--- config.mk ---
export PLATFORM = sky130hd
export DESIGN_NAME = tcte_ctrl
export DESIGN_NICKNAME = d
export VERILOG_FILES = /design/src/rtl/tcte_pkg.sv /design/src/rtl/tcte_ctrl.sv
export SDC_FILE = /design/constraint.sdc
export NUM_CORES = 1
export LEC_CHECK = 0
export ABC_CLOCK_PERIOD_IN_PS = 2900
export BUFFER_PORTS_ARGS = -buffer_cell sky130_fd_sc_hd__buf_2
export CAP_MARGIN = 20
export CORE_AREA = 3 3 40 42
export CTS_BUF_LIST = sky130_fd_sc_hd__clkbuf_4
export DETAILED_ROUTE_END_ITERATION = 10
export DIE_AREA = 0 0 43 45
export PLACE_DENSITY = 0.42
export RECOVER_POWER = 100
export SLEW_MARGIN = 20
export SYNTH_ARGS = -nofsm -noshare
export SYNTH_HDL_FRONTEND = slang
export SYNTH_SLANG_ARGS = --single-unit
--- constraint.sdc ---
create_clock -name clk -period 2.9 [get_ports clk]
set_input_delay 0.58 -clock clk [delete_from_list [all_inputs] [get_ports clk]]
set_output_delay 0.58 -clock clk [all_outputs]
set_load 0.02 [all_outputs]
--- src/rtl/tcte_pkg.sv ---
// shared types, constants and helpers of the tcp connection table engine
`timescale 1ns / 1ps
package tcte_pkg;

  localparam int CONNECTIONS = 16;
  localparam int CONN_W = $clog2(CONNECTIONS);
  localparam int IDX_W = 5;
  localparam logic [IDX_W-1:0] NO_CONN = IDX_W'(CONNECTIONS);

  localparam logic [2:0] OP_SEGMENT = 3'd0;
  localparam logic [2:0] OP_PASSIVE_OPEN = 3'd1;
  localparam logic [2:0] OP_ACTIVE_OPEN = 3'd2;
  localparam logic [2:0] OP_CLOSE = 3'd3;
  localparam logic [2:0] OP_SEND = 3'd4;
  localparam logic [2:0] OP_CONSUME = 3'd5;

  localparam logic [5:0] F_FIN = 6'h01;
  localparam logic [5:0] F_SYN = 6'h02;
  localparam logic [5:0] F_RST = 6'h04;
  localparam logic [5:0] F_PSH = 6'h08;
  localparam logic [5:0] F_ACK = 6'h10;

  localparam logic [2:0] STAT_DONE = 3'd0;
  localparam logic [2:0] STAT_DROPPED = 3'd1;
  localparam logic [2:0] STAT_FULL = 3'd2;
  localparam logic [2:0] STAT_INVALID = 3'd3;
  localparam logic [2:0] STAT_WND_CLOSED = 3'd4;

  localparam logic CFG_MSS = 1'b0;
  localparam logic CFG_RBS = 1'b1;
  localparam logic [15:0] MSS_RESET = 16'd1460;
  localparam logic [15:0] RBS_RESET = 16'hffff;

  typedef enum logic [3:0] {
    CS_FREE, CS_CLOSED, CS_LISTEN, CS_SYN_SENT, CS_SYN_RCVD, CS_ESTAB,
    CS_FIN_WAIT1, CS_FIN_WAIT2, CS_CLOSING, CS_TIME_WAIT, CS_CLOSE_WAIT, CS_LAST_ACK
  } conn_st_t;

  typedef enum logic [2:0] {
    S_IDLE, S_SCAN, S_READ, S_EX1, S_EX2, S_OUT
  } ctl_state_t;

  typedef struct packed {
    conn_st_t    st;
    logic [31:0] la;
    logic [15:0] lp;
    logic [31:0] fa;
    logic [15:0] fp;
    logic [31:0] snd_nxt;
    logic [31:0] snd_una;
    logic [15:0] snd_wnd;
    logic [31:0] wl1;
    logic [31:0] wl2;
    logic [31:0] iss;
    logic [31:0] rcv_nxt;
    logic [15:0] rcv_wnd;
    logic [31:0] irs;
  } rec_t;

  typedef struct packed {
    logic             kind;
    logic [31:0]      seq;
    logic [31:0]      ack;
    logic [5:0]       flg;
    logic [15:0]      wnd;
    logic [IDX_W-1:0] idx;
    logic [2:0]       status;
    logic [15:0]      off;
    logic [15:0]      len;
    logic             last;
  } res_t;

  typedef struct packed {
    logic        ack_le_iss;
    logic        ack_gt_nxt;
    logic        una_le_ack;
    logic        una_lt_ack;
    logic        una_gt_iss;
    logic        ack_eq_nxt;
    logic        seq_eq_rn;
    logic        rn_le_seq;
    logic        seq_lt_top;
    logic        rn_le_end;
    logic        end_lt_top;
    logic        wl1_lt_seq;
    logic        wl1_eq_seq;
    logic        wl2_le_ack;
    logic        sl_zero;
    logic [31:0] seq_sl;
    logic [15:0] acc;
    logic [31:0] seq_acc;
    logic [31:0] seq_acc1;
    logic [31:0] seq1;
    logic [31:0] iseq1;
    logic [31:0] sn1;
    logic [15:0] wnd_less_acc;
    logic [15:0] bufd;
    logic [15:0] cap;
    logic [15:0] cons;
  } pre_t;

  typedef struct packed {
    logic load;
    logic scan;
    logic rd;
    logic ex1;
    logic ex2;
    logic out_en;
    logic out_adv;
  } cmd_t;

  typedef struct packed {
    logic needs_scan;
    logic scan_done;
    logic cur_last;
  } sts_t;

  function automatic res_t mk_seg(rec_t r, logic [5:0] flg, logic [15:0] ln,
                                  logic [IDX_W-1:0] ci);
    res_t x;
    x = '0;
    x.kind = 1'b1;
    x.seq = ((flg & F_SYN) != 6'd0) ? r.iss : r.snd_nxt;
    x.ack = r.rcv_nxt;
    x.flg = flg;
    x.wnd = r.rcv_wnd;
    x.idx = ci;
    x.len = ln;
    return x;
  endfunction

  function automatic res_t mk_reply(logic [31:0] sq, logic [31:0] ak, logic [5:0] flg);
    res_t x;
    x = '0;
    x.kind = 1'b1;
    x.seq = sq;
    x.ack = ak;
    x.flg = flg;
    x.idx = NO_CONN;
    return x;
  endfunction

endpackage

--- src/rtl/tcte_ctrl.sv ---
// controller state machine of the tcp connection table engine
`timescale 1ns / 1ps
module tcte_ctrl (
  input  logic          clk,
  input  logic          rst,
  input  logic          item_valid,
  output logic          item_stall,
  output logic          result_valid,
  input  logic          result_stall,
  input  tcte_pkg::sts_t sts,
  output tcte_pkg::cmd_t cmd
);
  import tcte_pkg::*;

  ctl_state_t state, state_next;

  always_ff @(posedge clk) begin
    if (rst) begin
      state <= S_IDLE;
    end else begin
      state <= state_next;
    end
  end

  always_comb begin
    state_next = state;
    unique case (state)
      S_IDLE: begin
        if (item_valid) state_next = S_SCAN;
      end
      S_SCAN: begin
        if (!sts.needs_scan || sts.scan_done) state_next = S_READ;
      end
      S_READ: state_next = S_EX1;
      S_EX1: state_next = S_EX2;
      S_EX2: state_next = S_OUT;
      S_OUT: begin
        if (!result_stall && sts.cur_last) state_next = S_IDLE;
      end
      default: state_next = S_IDLE;
    endcase
  end

  always_comb begin
    cmd = '0;
    item_stall = 1'b1;
    result_valid = 1'b0;
    unique case (state)
      S_IDLE: begin
        item_stall = 1'b0;
        cmd.load = item_valid;
      end
      S_SCAN: cmd.scan = 1'b1;
      S_READ: cmd.rd = 1'b1;
      S_EX1: cmd.ex1 = 1'b1;
      S_EX2: cmd.ex2 = 1'b1;
      S_OUT: begin
        result_valid = 1'b1;
        cmd.out_en = 1'b1;
        cmd.out_adv = !result_stall;
      end
      default: item_stall = 1'b1;
    endcase
  end

  a_ex2_after_ex1: assert property (@(posedge clk) disable iff (rst)
    state == S_EX2 |-> $past(state) == S_EX1)
    else $error("execute stage entered out of order");

endmodule

==> out/qor.csv <==
stage,metric,value,unit
worst_hold_path,Worst Hold End,state[2],
die,die width,43,um
logic_synthesis,Synth cell types,19,
power_and_ir_drop,VDD IR max,0.1543,mV
logic_synthesis,mapped cell area,240.2,um2
global_routing,grt met3 use,0.01992,
cts,"Setup Fix Bufs, Post-CTS",0,
detailed_routing,final wirelength,565,um
die,Starting Density,0.1870,
status,status,"complete, no violations",
logic_synthesis,Post-synth EDFFs,0,
sta,min Tclk post-route,2060,ps
global_routing,vias in the first global route,205,
die,Die Ht,45,um
power_and_ir_drop,power per cell area,550.5,mW/mm2
final_layout,area occupied by multi-input gates,150.1,um2
logic_synthesis,Ys Warns,0,
logic_synthesis,sequential area share after synthesis,0.2500,
setup_path,Critical R2R Capture,state[0],
logic_synthesis,Syn Area/Cell,8.580,um2
setup_path,reg2reg path depth,3,
cts,TritonCTS clock tree,yes,
sta,Tcrit/Tclk final,0.7104,
global_routing,met2 track utilization from global routing,0.08383,
logic_synthesis,"top cells by area, synth","dfxtp_1 25%, a21oi_1 8.3%, nand3b_1 6.3%, nor3b_1 6.3%, nand2b_1 5.2%",
logic_synthesis,"area leader, netlist",dfxtp_1,
power_and_ir_drop,Lkg Pwr,0.1450,nW
cts,Root Buffer,clkbuf_4,
detailed_routing,Post-route DRC,0,
final_layout,max FFs per register,3,
logic_synthesis,top cell type's share of synthesized area,0.2500,
worst_hold_path,Hold WC Path Type,input pin to register,
detailed_routing,Via Count,249,
sta,Worst Tran Pin Value,276.6,ps
logic_synthesis,Mapped Nets,35,
place,Placed Area,315.3,um2
setup_path,Worst EP arrival,1480,ps
final_layout,largest registers,state (3),
sta,Final Hold Vio Count,0,
logic_synthesis,commonest cells in the synthesized netlist,"4 x a21oi_1, 3 x dfxtp_1",
sta,clock skew,1.608,ps
final_layout,antenna fix cells,0,
final_layout,Final Cell Area,327.8,um2
place,PortBufs,15,
detailed_routing,TritonRoute pass-1 iters,2,
global_routing,first-pass GRT wire length,807,um
sta,hold slack,537.9,ps
worst_hold_path,Hold Crit Depth,2,
final_layout,Sequential Area,60.06,um2
final_layout,Final Net Count,53,
logic_synthesis,fraction of registers with async set/reset,0,
detailed_routing,DRT antenna net count,0,
cts,H-Tree Depth,1,
cts,Clock transition at path regs,40,ps
global_routing,"Most Used Layer, Global Route",met2,
global_routing,grt ovf,0,
detailed_routing,Initial DRC Count,5,
setup_path,CP endpoint kind,primary output,
final_layout,fillcell total,149,
final_layout,largest register by flop count,state,
die,Die ar.,0.001935,mm2
global_routing,largest net degree at the start of global routing,11,
sta,Fmax,0.4854,GHz
worst_hold_path,hold wc startpoint,rst,
die,Rows,13,
cts,clk buf depth,2,
global_routing,initial antenna violation count,0,
logic_synthesis,Post-Synthesis Cells,28,
cts,total CTS buffers,3,
place,pre-CTS worst setup slack,1213,ps
setup_path,reg2reg setup slack,1780,ps
setup_path,Setup Crit Path Kind,register to primary output,
place,gp weighted congestion,0.6481,
final_layout,final core occ,0.2551,
final_layout,P&R area growth vs syn,36.46,%
die,core area,0.001285,mm2
sta,RSZ-0062 raised after global routing,no,
logic_synthesis,ys flop type,dfxtp_1,
sta,PnR worst setup slack,839.9,ps
cts,"Hold-fix buffers, CTS",0,
die,IO Pins,16,
cts,worst skew pair latency,230,ps
setup_path,startpoint types,register,
setup_path,RR Startpoint,state[0],
run,Max-Cap Viols,0,
cts,# clock sinks,3,
global_routing,Tot GR Track Use,0.05819,
logic_synthesis,most common cell in the netlist,a21oi_1,
final_layout,share of layout cells above drive strength 1,0.3556,
logic_synthesis,#FFs+latches synth,3,
sta,Rel. slew slack,0.8154,
setup_path,WP data required,2320,ps
cts,PostCTS Resize Cnt,0,
setup_path,"Max FO, Critical Path",8,
detailed_routing,drt wl/cell,9.417,um
setup_path,crit path launch,state[2],
detailed_routing,Via density,4.150,
sta,Final Slew Violations,0,
sta,endpoints failing setup,0,
global_routing,GRT met1 Usage,0.06715,
sta,Setup TNS,0,ps
-- cells in the final DEF (no fill, tap or decap), types with 2 or more instances in the layout --
master,synthesis,routed
a21oi_1,4,4
buf_2,0,7
clkbuf_1,0,8
clkbuf_4,0,4
dfxtp_1,3,3
nand2b_1,2,2
nand3b_1,2,2
nor2_1,2,2
nor3b_1,2,2
-- area by class of cell --
| class | count | share of cell area |
|---|---|---|
| Multi-Input combinational cell | 22 | 0.4580 |
| Timing Repair Buffer | 15 | 0.1985 |
| Sequential cell | 3 | 0.1832 |
| Clock buffer | 4 | 0.09160 |
| Tap cell | 15 | 0.05725 |
| Inverter | 1 | 0.01145 |
-- cells by family after synthesis --
family	Yosys count	synth area share
compound gates	6	0.1511
simple gates	16	0.5052
buf+inv	3	0.09374
flops	3	0.2500
-- worst max-delay path, cell delays in order (launching register included) --
cell	delay, ps
dfxtp_1	440
nor2b_1	260
and2_2	200
and2b_1	120
clkbuf_1	230
-- power by group --
group          leakage, nW  internal (mW)  switching (mW)
Sequential          0.0246         0.0455         0.00804
Combinational        0.102         0.0184          0.0259
Clock               0.0184         0.0609          0.0218
Total                0.145          0.125          0.0557
-- metal layers --
| metal | up-vias | wire length, um |
|---|---|---|
| met1 | 102 | 271 |
| met4 | 0 | 17 |
| met5 | - | 0 |
| li1 | 130 | - |
| met3 | 2 | 68 |
| met2 | 15 | 209 |
-- stage by stage --
step | total power, mW | cells
floorplan | 0.09047 | 28
global placement | 0.1051 | 56
detailed placement | 0.1041 | 56
CTS | 0.1883 | 60
global route | 0.1885 | 60
finish | 0.1804 | 60
-- how the worst max path moves through the flow --
stage / cells past startpoint / slack, ps / to
2_1_floorplan: 3 / 1180 / cmd[6]
3_3_place_gp: 4 / 1230 / cmd[0]
3_5_place_dp: 4 / 1210 / cmd[0]
4_1_cts: 4 / 950 / cmd[0]
5_1_grt: 4 / 750 / cmd[0]
6_report: 4 / 840 / cmd[0]
No activity file was read; power rests on OpenSTA's default activity.
